$ cat src/rtl/wie_pkg.sv
// Package for the WPA information element parser: item and result types,
// status codes, byte positions and OUI constants. No dependencies.
`timescale 1ns / 1ps
`default_nettype none
package wie_pkg;

  localparam int BYTE_W    = 8;
  localparam int POS_W     = 9;
  localparam int VER_W     = 16;
  localparam int CFG_DATA_W = 32;
  localparam int CFG_ADDR_W = 3;
  localparam int NEED_W    = 19;   // 14 + 4 * 65535 fits

  typedef enum logic [2:0] {
    ST_OK,
    ST_BAD_ID,
    ST_BAD_OUI,
    ST_VER_HIGH,
    ST_SHORT,
    ST_PW_OVERRUN,
    ST_AKM_OVERRUN,
    ST_TRUNC
  } status_t;

  // register word indexes
  localparam logic REG_MAX_VERSION = 1'b0;
  localparam logic [VER_W-1:0] MAX_VERSION_RST = 16'd1;

  // fixed byte positions in the element
  localparam logic [POS_W-1:0] POS_EID    = 9'd0;
  localparam logic [POS_W-1:0] POS_LEN    = 9'd1;
  localparam logic [POS_W-1:0] POS_OUI0   = 9'd2;
  localparam logic [POS_W-1:0] POS_OUI2   = 9'd4;
  localparam logic [POS_W-1:0] POS_TYPE   = 9'd5;
  localparam logic [POS_W-1:0] POS_VER_LO = 9'd6;
  localparam logic [POS_W-1:0] POS_VER_HI = 9'd7;
  localparam logic [POS_W-1:0] POS_PW_LO  = 9'd12;
  localparam logic [POS_W-1:0] POS_PW_HI  = 9'd13;
  localparam logic [POS_W-1:0] POS_MAX    = 9'd511;

  localparam logic [BYTE_W-1:0] WPA_EID   = 8'hdd;
  localparam logic [BYTE_W-1:0] WPA_TYPE  = 8'h01;
  localparam logic [BYTE_W-1:0] AKM_DOT1X = 8'h01;
  localparam logic [BYTE_W-1:0] AKM_PSK   = 8'h02;
  localparam logic [BYTE_W-1:0] MIN_LEN   = 8'd10;

  localparam logic [NEED_W-1:0] PW_BASE  = 19'd12;
  localparam logic [NEED_W-1:0] AKM_BASE = 19'd14;

  typedef struct packed {
    logic [BYTE_W-1:0] ie_byte;
    logic              last_byte;
  } item_t;

  typedef struct packed {
    status_t           status;
    logic              auth_dot1x;
    logic              psk_offered;
    logic [BYTE_W-1:0] declared_length;
  } result_t;

  // 00-50-F2, indexed by offset within a suite
  function automatic logic [BYTE_W-1:0] oui_byte(input logic [1:0] off);
    logic [BYTE_W-1:0] v;
    case (off)
      2'd0:    v = 8'h00;
      2'd1:    v = 8'h50;
      2'd2:    v = 8'hf2;
      default: v = 8'h00;
    endcase
    return v;
  endfunction

endpackage : wie_pkg
`default_nettype wire

$ cat src/rtl/wie_if.sv
// Valid/ready channel interfaces for element bytes and parse results.
// Depends on wie_pkg.
`timescale 1ns / 1ps
`default_nettype none
interface wie_in_if;
  logic                      valid;
  logic                      ready;
  logic [wie_pkg::BYTE_W-1:0] ie_byte;
  logic                      last_byte;

  modport source (output valid, output ie_byte, output last_byte, input ready);
  modport sink   (input valid, input ie_byte, input last_byte, output ready);
endinterface : wie_in_if

interface wie_out_if;
  logic                      valid;
  logic                      ready;
  logic [2:0]                status;
  logic                      auth_dot1x;
  logic                      psk_offered;
  logic [wie_pkg::BYTE_W-1:0] declared_length;

  modport source (output valid, output status, output auth_dot1x, output psk_offered,
                  output declared_length, input ready);
  modport sink   (input valid, input status, input auth_dot1x, input psk_offered,
                  input declared_length, output ready);
endinterface : wie_out_if
`default_nettype wire

$ cat src/rtl/wpa_ie_auth_type_parser.sv
// Top level of the WPA information element parser.
// Depends on wie_pkg, wie_if, wie_cfg_regs, wie_in_stage, wie_parse_core, wie_out_stage.
//
//  port group  | dir | handshake           | carries
//  ------------+-----+---------------------+--------------------------------------
//  in_chan     | in  | valid/ready         | ie_byte, last_byte (one byte each)
//  out_chan    | out | valid/ready         | status, auth_dot1x, psk_offered, length
//  psel..      | in  | APB write/read      | max_version at byte address 0
//
// One byte per cycle while the result side has space for a last byte. A byte is
// registered in the input register, then the parser consumes it; for a last byte the
// verdict is loaded into the result register at that same edge, which raises out valid.
// Only a last byte waits for result space; other bytes flow while a result
// stalls. Reset is synchronous: parser state clears, max_version goes to 1.
`timescale 1ns / 1ps
`default_nettype none
module wpa_ie_auth_type_parser (
  input  wire logic                           clk,
  input  wire logic                           rst_n,
  wie_in_if.sink                              in_chan,
  wie_out_if.source                           out_chan,
  input  wire logic                           psel,
  input  wire logic                           penable,
  input  wire logic                           pwrite,
  input  wire logic [wie_pkg::CFG_ADDR_W-1:0] paddr,
  input  wire logic [wie_pkg::CFG_DATA_W-1:0] pwdata,
  output logic      [wie_pkg::CFG_DATA_W-1:0] prdata,
  output logic                                pready
);
  import wie_pkg::*;

  logic             take;
  logic             hold_valid;
  item_t            in_item;
  item_t            hold_item;
  logic             res_load;
  result_t          res_core;
  result_t          res_out;
  logic             out_free;
  logic [VER_W-1:0] max_version;

  assign in_item.ie_byte   = in_chan.ie_byte;
  assign in_item.last_byte = in_chan.last_byte;

  wie_cfg_regs u_cfg (
    .clk        (clk),
    .rst_n      (rst_n),
    .psel       (psel),
    .penable    (penable),
    .pwrite     (pwrite),
    .paddr      (paddr),
    .pwdata     (pwdata),
    .prdata     (prdata),
    .pready     (pready),
    .max_version(max_version)
  );

  // byte register in front of the parser
  wie_in_stage u_in (
    .clk       (clk),
    .rst_n     (rst_n),
    .in_valid  (in_chan.valid),
    .in_ready  (in_chan.ready),
    .in_item   (in_item),
    .take      (take),
    .hold_valid(hold_valid),
    .hold_item (hold_item)
  );

  // per-element state; issues a result on the last byte
  wie_parse_core u_core (
    .clk        (clk),
    .rst_n      (rst_n),
    .hold_valid (hold_valid),
    .hold_item  (hold_item),
    .out_free   (out_free),
    .max_version(max_version),
    .take       (take),
    .res_load   (res_load),
    .result     (res_core)
  );

  // result register; decouples the consumer's ready from the byte stream
  wie_out_stage u_out (
    .clk      (clk),
    .rst_n    (rst_n),
    .load     (res_load),
    .res_in   (res_core),
    .out_free (out_free),
    .out_valid(out_chan.valid),
    .out_ready(out_chan.ready),
    .res_out  (res_out)
  );

  assign out_chan.status          = res_out.status;
  assign out_chan.auth_dot1x      = res_out.auth_dot1x;
  assign out_chan.psk_offered     = res_out.psk_offered;
  assign out_chan.declared_length = res_out.declared_length;
endmodule : wpa_ie_auth_type_parser
`default_nettype wire

$ cat src/rtl/wie_cfg_regs.sv
// APB-style register port holding max_version.
// Depends on wie_pkg.
`timescale 1ns / 1ps
`default_nettype none
module wie_cfg_regs (
  input  wire logic                           clk,
  input  wire logic                           rst_n,
  input  wire logic                           psel,
  input  wire logic                           penable,
  input  wire logic                           pwrite,
  input  wire logic [wie_pkg::CFG_ADDR_W-1:0] paddr,
  input  wire logic [wie_pkg::CFG_DATA_W-1:0] pwdata,
  output logic      [wie_pkg::CFG_DATA_W-1:0] prdata,
  output logic                                pready,
  output logic      [wie_pkg::VER_W-1:0]      max_version
);
  import wie_pkg::*;

  logic [VER_W-1:0] max_version_r;
  logic             hit;

  assign pready = 1'b1;
  assign hit    = (paddr[CFG_ADDR_W-1] == REG_MAX_VERSION);

  always_ff @(posedge clk) begin
    if (!rst_n) begin
      max_version_r <= MAX_VERSION_RST;
    end else if (psel && penable && pwrite && pready && hit) begin
      max_version_r <= pwdata[VER_W-1:0];
    end
  end

  assign prdata      = hit ? {{(CFG_DATA_W-VER_W){1'b0}}, max_version_r} : '0;
  assign max_version = max_version_r;
endmodule : wie_cfg_regs
`default_nettype wire

$ cat src/rtl/wie_in_stage.sv
// Input register for element bytes; refills in the cycle it drains.
// Depends on wie_pkg.
`timescale 1ns / 1ps
`default_nettype none
module wie_in_stage (
  input  wire logic           clk,
  input  wire logic           rst_n,
  input  wire logic           in_valid,
  output logic                in_ready,
  input  wire wie_pkg::item_t in_item,
  input  wire logic           take,
  output logic                hold_valid,
  output wie_pkg::item_t      hold_item
);
  import wie_pkg::*;

  logic  valid_r;
  item_t item_r;

  assign in_ready = !valid_r || take;

  always_ff @(posedge clk) begin
    if (!rst_n) begin
      valid_r <= 1'b0;
    end else if (in_ready) begin
      valid_r <= in_valid;
    end
  end

  always_ff @(posedge clk) begin
    if (in_valid && in_ready) begin
      item_r <= in_item;
    end
  end

  assign hold_valid = valid_r;
  assign hold_item  = item_r;
endmodule : wie_in_stage
`default_nettype wire

$ cat src/rtl/wie_parse_core.sv
// Per-byte parser state: position, length, verdict, AKM suite tracking.
// Depends on wie_pkg.
`timescale 1ns / 1ps
`default_nettype none
module wie_parse_core (
  input  wire logic                      clk,
  input  wire logic                      rst_n,
  input  wire logic                      hold_valid,
  input  wire wie_pkg::item_t            hold_item,
  input  wire logic                      out_free,
  input  wire logic [wie_pkg::VER_W-1:0] max_version,
  output logic                           take,
  output logic                           res_load,
  output wie_pkg::result_t               result
);
  import wie_pkg::*;

  logic [POS_W-1:0]  pos_r, pos_nxt;
  logic [BYTE_W-1:0] len_r, len_nxt;
  status_t           code_r, code_nxt;
  logic              fixed_r, fixed_nxt;
  logic [BYTE_W-1:0] low_r, low_nxt;
  logic              suite_ok_r, suite_ok_nxt;
  logic [1:0]        flags_r, flags_nxt;    // bit 0 802.1X, bit 1 PSK
  logic [POS_W-1:0]  akm_base_r, akm_base_nxt;
  logic [POS_W-1:0]  akm_end_r, akm_end_nxt;
  logic              suites_r, suites_nxt;
  logic [1:0]        off_r, off_nxt;

  logic [BYTE_W-1:0] b;
  logic [VER_W-1:0]  cnt;
  logic [NEED_W-1:0] cnt_x4, len_w, pw_need_lo, pw_need_hi, akm_need, akm_last;
  status_t           st;

  assign take = hold_valid && (!hold_item.last_byte || out_free);
  assign b    = hold_item.ie_byte;
  assign cnt  = {b, low_r};

  assign cnt_x4     = {1'b0, cnt, 2'b00};
  assign len_w      = {{(NEED_W-BYTE_W){1'b0}}, len_r};
  assign pw_need_lo = PW_BASE + cnt_x4;
  assign pw_need_hi = AKM_BASE + cnt_x4;
  assign akm_need   = {{(NEED_W-POS_W){1'b0}}, akm_base_r} + cnt_x4;
  assign akm_last   = akm_need + NEED_W'(1);

  always_comb begin
    pos_nxt      = pos_r;
    len_nxt      = len_r;
    code_nxt     = code_r;
    fixed_nxt    = fixed_r;
    low_nxt      = low_r;
    suite_ok_nxt = suite_ok_r;
    flags_nxt    = flags_r;
    akm_base_nxt = akm_base_r;
    akm_end_nxt  = akm_end_r;
    suites_nxt   = suites_r;
    off_nxt      = off_r;
    st           = ST_TRUNC;
    res_load     = 1'b0;
    result       = '0;

    if (take) begin
      if (!fixed_r) begin
        if (pos_r == POS_EID) begin
          if (b != WPA_EID) begin
            code_nxt  = ST_BAD_ID;
            fixed_nxt = 1'b1;
          end
        end else if (pos_r == POS_LEN) begin
          len_nxt = b;
        end else if (pos_r inside {[POS_OUI0:POS_OUI2]}) begin
          if (b != oui_byte(2'(pos_r - POS_OUI0))) suite_ok_nxt = 1'b0;
        end else if (pos_r == POS_TYPE) begin
          if (!suite_ok_r || b != WPA_TYPE) begin
            code_nxt  = ST_BAD_OUI;
            fixed_nxt = 1'b1;
          end
          suite_ok_nxt = 1'b1;
        end else if (pos_r inside {POS_VER_LO, POS_PW_LO}) begin
          low_nxt = b;
        end else if (pos_r == POS_VER_HI) begin
          if (cnt > max_version) begin
            code_nxt  = ST_VER_HIGH;
            fixed_nxt = 1'b1;
          end else if (len_r <= MIN_LEN) begin
            code_nxt  = ST_SHORT;
            fixed_nxt = 1'b1;
          end
        end else if (pos_r == POS_PW_HI) begin
          if (cnt != '0 && len_w < pw_need_lo) begin
            code_nxt  = ST_PW_OVERRUN;
            fixed_nxt = 1'b1;
          end else if (len_w < pw_need_hi) begin
            // AKM count absent: 802.1X assumed
            flags_nxt = 2'b01;
            code_nxt  = ST_OK;
            fixed_nxt = 1'b1;
          end else begin
            akm_base_nxt = pw_need_hi[POS_W-1:0];  // fits: bounded by length
          end
        end else if (pos_r > POS_PW_HI) begin
          if (pos_r == akm_base_r) begin
            low_nxt = b;
          end else if (pos_r == akm_base_r + POS_W'(1)) begin
            if (cnt != '0 && len_w < akm_need) begin
              code_nxt  = ST_AKM_OVERRUN;
              fixed_nxt = 1'b1;
            end else if (cnt == '0) begin
              code_nxt  = ST_OK;
              fixed_nxt = 1'b1;
            end else begin
              akm_end_nxt = akm_last[POS_W-1:0];
              suites_nxt  = 1'b1;
              off_nxt     = 2'd0;
            end
          end else if (suites_r) begin
            off_nxt = off_r + 2'd1;
            if (off_r != 2'd3) begin
              if (b != oui_byte(off_r)) suite_ok_nxt = 1'b0;
            end else begin
              if (suite_ok_r) begin
                if (b == AKM_DOT1X)    flags_nxt = flags_r | 2'b01;
                else if (b == AKM_PSK) flags_nxt = flags_r | 2'b10;
              end
              suite_ok_nxt = 1'b1;
              if (pos_r == akm_end_r) begin
                code_nxt  = ST_OK;
                fixed_nxt = 1'b1;
              end
            end
          end
        end
      end

      if (pos_r != POS_MAX) pos_nxt = pos_r + POS_W'(1);

      if (hold_item.last_byte) begin
        st       = fixed_nxt ? code_nxt : ST_TRUNC;
        res_load = 1'b1;
        result.status          = st;
        result.auth_dot1x      = (st == ST_OK) && flags_nxt[0];
        result.psk_offered     = (st == ST_OK) && flags_nxt[1];
        result.declared_length = len_nxt;
        pos_nxt      = '0;
        len_nxt      = '0;
        code_nxt     = ST_OK;
        fixed_nxt    = 1'b0;
        low_nxt      = '0;
        suite_ok_nxt = 1'b1;
        flags_nxt    = '0;
        suites_nxt   = 1'b0;
        off_nxt      = '0;
      end
    end
  end

  always_ff @(posedge clk) begin
    if (!rst_n) begin
      pos_r      <= '0;
      len_r      <= '0;
      code_r     <= ST_OK;
      fixed_r    <= 1'b0;
      low_r      <= '0;
      suite_ok_r <= 1'b1;
      flags_r    <= '0;
      suites_r   <= 1'b0;
      off_r      <= '0;
    end else begin
      pos_r      <= pos_nxt;
      len_r      <= len_nxt;
      code_r     <= code_nxt;
      fixed_r    <= fixed_nxt;
      low_r      <= low_nxt;
      suite_ok_r <= suite_ok_nxt;
      flags_r    <= flags_nxt;
      suites_r   <= suites_nxt;
      off_r      <= off_nxt;
    end
  end

  // suite bounds: only read after being written for the current element
  always_ff @(posedge clk) begin
    akm_base_r <= akm_base_nxt;
    akm_end_r  <= akm_end_nxt;
  end
endmodule : wie_parse_core
`default_nettype wire

$ cat src/rtl/wie_out_stage.sv
// Result register; holds a verdict until the consumer takes it.
// Depends on wie_pkg.
`timescale 1ns / 1ps
`default_nettype none
module wie_out_stage (
  input  wire logic             clk,
  input  wire logic             rst_n,
  input  wire logic             load,
  input  wire wie_pkg::result_t res_in,
  output logic                  out_free,
  output logic                  out_valid,
  input  wire logic             out_ready,
  output wie_pkg::result_t      res_out
);
  import wie_pkg::*;

  logic    valid_r;
  result_t res_r;

  assign out_free = !valid_r || out_ready;

  always_ff @(posedge clk) begin
    if (!rst_n) begin
      valid_r <= 1'b0;
    end else if (out_free) begin
      valid_r <= load;
    end
  end

  always_ff @(posedge clk) begin
    if (load && out_free) begin
      res_r <= res_in;
    end
  end

  assign out_valid = valid_r;
  assign res_out   = res_r;
endmodule : wie_out_stage
`default_nettype wire

$ cat src/flat_wrapper.sv
// flat-port wrapper written by rule: the top's interface ports become plain ports
module wpa_ie_auth_type_parser_flat import wie_pkg::*;
  (clk, rst_n, psel, penable, pwrite, paddr, pwdata, prdata, pready, in_chan_valid, in_chan_ie_byte, in_chan_last_byte, in_chan_ready, out_chan_valid, out_chan_status, out_chan_auth_dot1x, out_chan_psk_offered, out_chan_declared_length, out_chan_ready);
  wie_in_if in_chan_i ();
  wie_out_if out_chan_i ();
  input  wire logic clk;
  input  wire logic rst_n;
  input  wire logic psel;
  input  wire logic penable;
  input  wire logic pwrite;
  input  wire logic [wie_pkg::CFG_ADDR_W-1:0] paddr;
  input  wire logic [wie_pkg::CFG_DATA_W-1:0] pwdata;
  output logic      [wie_pkg::CFG_DATA_W-1:0] prdata;
  output logic pready;
  input wire logic [$bits(in_chan_i.valid)-1:0] in_chan_valid;
  input wire logic [$bits(in_chan_i.ie_byte)-1:0] in_chan_ie_byte;
  input wire logic [$bits(in_chan_i.last_byte)-1:0] in_chan_last_byte;
  output wire logic [$bits(in_chan_i.ready)-1:0] in_chan_ready;
  output wire logic [$bits(out_chan_i.valid)-1:0] out_chan_valid;
  output wire logic [$bits(out_chan_i.status)-1:0] out_chan_status;
  output wire logic [$bits(out_chan_i.auth_dot1x)-1:0] out_chan_auth_dot1x;
  output wire logic [$bits(out_chan_i.psk_offered)-1:0] out_chan_psk_offered;
  output wire logic [$bits(out_chan_i.declared_length)-1:0] out_chan_declared_length;
  input wire logic [$bits(out_chan_i.ready)-1:0] out_chan_ready;
  assign in_chan_i.valid = in_chan_valid;
  assign in_chan_i.ie_byte = in_chan_ie_byte;
  assign in_chan_i.last_byte = in_chan_last_byte;
  assign in_chan_ready = in_chan_i.ready;
  assign out_chan_valid = out_chan_i.valid;
  assign out_chan_status = out_chan_i.status;
  assign out_chan_auth_dot1x = out_chan_i.auth_dot1x;
  assign out_chan_psk_offered = out_chan_i.psk_offered;
  assign out_chan_declared_length = out_chan_i.declared_length;
  assign out_chan_i.ready = out_chan_ready;
  wpa_ie_auth_type_parser u_core (.clk(clk), .rst_n(rst_n), .in_chan(in_chan_i), .out_chan(out_chan_i), .psel(psel), .penable(penable), .pwrite(pwrite), .paddr(paddr), .pwdata(pwdata), .prdata(prdata), .pready(pready));
endmodule
$ cat config.mk
export PLATFORM = sky130hd
export DESIGN_NAME = wpa_ie_auth_type_parser_flat
export DESIGN_NICKNAME = d
export VERILOG_FILES = /design/src/rtl/wie_pkg.sv /design/src/rtl/wie_if.sv /design/src/rtl/wpa_ie_auth_type_parser.sv /design/src/rtl/wie_cfg_regs.sv /design/src/rtl/wie_in_stage.sv /design/src/rtl/wie_parse_core.sv /design/src/rtl/wie_out_stage.sv /design/src/flat_wrapper.sv
export SDC_FILE = /design/constraint.sdc
export NUM_CORES = 1
export LEC_CHECK = 0
export BUFFER_PORTS_ARGS = -buffer_cell sky130_fd_sc_hd__buf_2
export CORE_ASPECT_RATIO = 0.5
export CORE_MARGIN = 4
export CORE_UTILIZATION = 35
export CTS_CLUSTER_DIAMETER = 150
export CTS_CLUSTER_SIZE = 40
export DETAILED_ROUTE_END_ITERATION = 8
export PLACE_DENSITY = 0.58
export SYNTH_ARGS = -nofsm -noshare
export SYNTH_HDL_FRONTEND = slang
export SYNTH_SLANG_ARGS = --single-unit
$ cat constraint.sdc
create_clock -name clk -period 7.71 [get_ports clk]
set_input_delay 1.9275 -clock clk [delete_from_list [all_inputs] [get_ports clk]]
set_output_delay 1.9275 -clock clk [all_outputs]
set_load 0.1 [all_outputs]
Yosys cells after proc, flatten, opt, wreduce, memory -nomap -nowiden
Cells that the tools add are included.
Cells by class
  bitwise operators: 14
  mux-type cells: 155
  reduce and logical (&&, ||, !) cells: 40
  add/sub/neg operators: 8
  equal/unequal tests: 43
  magnitude comparators: 8
Operators with widths (number)
  $mux W8: 34
  $mux W3: 25
  $mux W2: 35
  $lt A8 B19 Y1: 3
  $mux W1: 56
  $reduce_and A14 Y1: 3
  $add A4 B18 Y19 const A: 2
  $pmux W8 S2: 2
  $add A9 B1 Y9 const B: 3
  $eq A9 B3 Y1 const B: 3
  $eq A9 B9 Y1: 3
  $ne A2 B1 Y1 const B: 11
  $ne A4 B3 Y1 const B: 5
  $add A9 B18 Y19: 1
  $eq A9 B4 Y1 const B: 2
  $mux W9: 2
  $gt A16 B16 Y1: 1
  $logic_not A16 Y1: 1
  $mux W16: 1
  $ne A8 B8 Y1: 2
  $reduce_bool A16 Y1: 1
  $not A1 Y1: 14
  $reduce_and A13 Y1: 1
  $ne A3 B2 Y1 const B: 4
  other kinds (28): 53
Storage, ports and cells
  output and inout port bits: 48
  bits of input ports: 51
  bits in registers: 93

Longest topological paths before layout
  depth after elaboration: 32
  gate-level depth with buffers: 15
  depth with buffers taken out: 15

Hierarchy
A second synthesis with hierarchy kept.
Unflattened totals
  cells, all modules: 786
  area, all modules: 6585.1 um^2
By module, submodules not included
  wie_parse_core: cells an instance 648, instances 1, area each 4897.2 um^2, seq. area each 1121.1 um^2
  wie_cfg_regs: cells an instance 106, instances 1, area each 912.1 um^2, seq. area each 320.3 um^2
  wie_out_stage: cells an instance 18, instances 1, area each 447.9 um^2, seq. area each 410.4 um^2
  wie_in_stage: cells an instance 14, instances 1, area each 327.8 um^2, seq. area each 290.3 um^2

Least setup slack after synthesis
Ideal clock, no wire load.
  path type: input to output
  start: input paddr[2] in the netlist's numbering
  end: output prdata[10] in the netlist's numbering
  arrival time: 3.559 ns
  slack: 2.224 ns
  path buffers: 2
  stages on the path: 3
  path through: clkbuf_1 -> clkbuf_1 -> nor2_1
Between the ends
  longest elaborated chain between the ends: 1
Ends and longest elaborated chain
  start: declaration: line flat_wrapper.sv:11  | input wire logic [wie_pkg::CFG_ADDR_W-1:0] paddr;
  $mux W16: line wie_cfg_regs.sv:33  | assign prdata = hit ? {{(CFG_DATA_W-VER_W){1'b0}}, max_version_r} : '0;
  end: declaration: line flat_wrapper.sv:13  | output logic [wie_pkg::CFG_DATA_W-1:0] prdata;
No other way between the ends.

Final worst setup path
  start: input out_chan_ready
  end: output in_chan_ready
Between the ends
  longest elaborated chain between the ends: 4
Ends and longest elaborated chain
  start: declaration: line flat_wrapper.sv:24  | input wire logic [$bits(out_chan_i.ready)-1:0] out_chan_ready;
  $logic_or A1 B1 Y1: line wie_out_stage.sv:20  | assign out_free = !valid_r || out_ready;
  $logic_or A1 B1 Y1: line wie_parse_core.sv:35  | assign take = hold_valid && (!hold_item.last_byte || out_free);
  $logic_and A1 B1 Y1: line wie_parse_core.sv:35
  $logic_or A1 B1 Y1: line wie_in_stage.sv:20  | assign in_ready = !valid_r || take;
  end: declaration: line flat_wrapper.sv:18  | output wire logic [$bits(in_chan_i.ready)-1:0] in_chan_ready;
No other way between the ends.

==> qor.txt <==
PwrDens = 156.8 mW/mm^2
First-pass GRT wire length = 29.61 mm
Final core occ = 40.04%
Routed wire length = 18.39 mm
Port bufs = 63
Hold_buf cts = 0
Sw Ratio = 29.49%
Total track usage = 17.22%
Clk buf depth = 2
Max-Cap Viols = 0
CP endpoint kind = primary output
Critical setup path kind = input port to primary output
Post-place setup slack = 2.984 ns
Area Overhead vs Synth = 9.356%
Hold Vio Cnt, Final = 0
Startpoint Class = input port
Setup ws final = 3.010 ns
Antenna violations before repair = 0
DRC Markers = 0
Clock Sinks = 89
Arr. time, crit path = 2.77 ns
Row count = 34
P_sw = 330.0 uW
Die Y = 104.6 microns
Yosys top cell by area = edfxtp_1
Storage cell area = 0.002142 sq mm
ANT nets after route = 0
Via count = 5785
Tot Pwr = 1.119 mW
Post-Syn Area = 0.006526 sq mm
DR pass1 iterations = 5
Final Setup Violations = 0
Run status = finished clean
Core area = 0.01782 sq mm
Synth unique cells = 79
Worst-path clk slew = 0.07 ns
Nets = 907
CTS resizes = 0
Share of flip-flops with an asynchronous set or reset = 0%
Clock root cell = clkbuf_16
Comb pwr share = 13.2%
Post-synth top area share = 16.56%
Initial Utilization = 36.61%
Clock Latency Late Sink = 0.35 ns
Worst Path Max Fanout = 4
Power Internal = 789.2 uW
Routed WL per cell = 17.54 microns
Drt initial violations = 470
CP required = 5.78 ns
Flop pwr share = 46.1%
Worst hold path class = flop to flop
Post-route cell area = 0.007137 sq mm
CTS tree = done
Max Fclk = 212.7 MHz
Post-synth top flop = dfxtp_1
Clock power frac = 40.6%
Unrepaired setup endpoints after global routing = false
Fin Hold WS = 0.4634 ns
Tcrit/Tclk final = 60.96%
H-tree depth = 3
Commonest non-fill, non-tap cell in the layout = nand2_1
Setup TNS = 0 ns
Number of flops mapped to enable cells by yosys = 36
Worst slew pin tran = 0.9554 ns
Number of global-route vias before repair = 5522
GPL Wtd Cong = 0.9041
I/O pin cnt = 99
Via density = 5.520
Remaining Overflow, GRT = 0
Diodes inserted = 0
Post-Place Cell Area = 0.006834 sq mm
Tmin final = 4.700 ns
Most frequent cells in the layout = 80 x nand2_1, 75 x nor2_1, 63 x buf_2, 53 x dfxtp_1, 46 x ha_1
Largest net degree at the start of global routing = 46
Detailed placer's ending HPWL = 13.64 mm
Inserted Clock Buffers = 9
Seq/Total Area, Yosys = 32.82%
Top cells by area, synth = edfxtp_1 17%, dfxtp_1 16%, ha_1 8.8%
Post-Syn Instances = 777
Post-synthesis register bit count = 89
Die span in x = 201.1 microns
Leakage power = 2.706 nW
Clock skew = 0.01152 ns
Area taken by multi-input logic gates = 0.003911 sq mm
Synth Warn # = 0
Layout cell share with drive strength beyond 1 = 12.16%
Post-CTS Setup Repair Bufs = 0
Inst Count DP = 1032
Max-slew headroom = 36.01%
Synth Area per Inst = 8.399 sq um
Maximum vdd drop = 102.6 uV
Die area = 0.02103 sq mm
Finished Layout Cells = 1048
Fin. max-slew vios = 0
Fillers = 1783
[routing by layer]
layer,vias up,track usage [%],share of wire (%)
li1,2836,-,-
met1,2719,24.78,48
met2,204,26.41,43
met3,26,3.188,6.5
met4,0,5.103,2.0
met5,-,0,0
[Yosys cell counts (all sizes together) (3+ instances only)]
| cell type | number |
|---|---|
| nand2 | 80 |
| nor2 | 75 |
| dfxtp | 53 |
| ha | 46 |
| inv | 44 |
| a21oi | 36 |
| edfxtp | 36 |
| o21ai | 35 |
| buf | 34 |
| a21boi | 27 |
| nor3 | 27 |
| nand3 | 26 |
| clkbuf | 24 |
| xnor2 | 22 |
| nand4 | 19 |
| nor2b | 18 |
| mux2i | 11 |
| a211oi | 10 |
| a22oi | 10 |
| and3 | 10 |
| nand4b | 9 |
| or3 | 9 |
| a21o | 8 |
| nor4 | 8 |
| o21a | 8 |
| xor2 | 8 |
| and2 | 6 |
| nor4b | 6 |
| o211ai | 6 |
| a31oi | 5 |
| and4 | 5 |
| o31ai | 4 |
| nand2b | 3 |
| o22ai | 3 |
| o41ai | 3 |
| or2b | 3 |
| or4 | 3 |
[worst max-delay path, cell delays in order]
cell     delay (ns)
buf_2          0.10
nor2b_1        0.26
nand3_1        0.14
buf_2          0.34
[area by class of cell]
class                           instances  area share [%]
Multi-Input combinational cell        601           54.80
Sequential cell                        89           30.01
Timing Repair Buffer                   64           4.523
Tap cell                              234           4.102
Clock buffer                            9           3.156
Inverter                               44           2.314
Clock inverter                          7           1.087
[cell families after synthesis]
| group | after synthesis | share of synthesized area [%] |
|---|---|---|
| AOI/OAI and AO/OA | 178 | 18.50 |
| xor gates and xnor gates | 30 | 4.026 |
| adders and majority gates | 47 | 9.126 |
| buffers and inverters | 102 | 8.110 |
| DFF | 89 | 32.82 |
| muxes | 13 | 2.032 |
| other | 2 | 0.1151 |
| and+or+nand+nor | 316 | 25.27 |
[registers in the layout, summed over array words and instances (netlist names)]
signal,count
u_core.u_cfg.max_version,16
u_core.u_core.akm_base_r,7
u_core.u_core.akm_end_r,7
u_core.u_core.code_r,3
u_core.u_core.fixed_r,1
u_core.u_core.flags_r,2
u_core.u_core.len_r,8
u_core.u_core.low_r,8
u_core.u_core.off_r,2
u_core.u_core.pos_r,9
u_core.u_core.suite_ok_r,1
u_core.u_core.suites_r,1
u_core.u_in.hold_item,9
u_core.u_in.hold_valid,1
u_core.u_out.out_valid,1
u_core.u_out.res_out,13
[power by group through the flow]
stage | Clock, mW | Sequential, mW | Combinational (mW)
3_5_place_dp | 0 | 0.527 | 0.147
2_1_floorplan | 0 | 0.522 | 0.127
5_1_grt | 0.481 | 0.518 | 0.161
4_1_cts | 0.460 | 0.516 | 0.147
6_report | 0.455 | 0.516 | 0.148
3_3_place_gp | 0 | 0.527 | 0.146
[final timing paths]
path / slack [ns] / end / depth (start not counted) / startpoint
max reg2reg: 3.20 / u_core.u_out.res_out[8] / 15 / u_core.u_core.low_r[0]
max: 3.01 / in_chan_ready / 4 / out_chan_ready
min: 0.46 / u_core.u_cfg.max_version[4] / 2 / u_core.u_cfg.max_version[4]
min reg2reg: 0.46 / u_core.u_cfg.max_version[4] / 2 / u_core.u_cfg.max_version[4]
No activity file was read; power rests on OpenSTA's default activity.
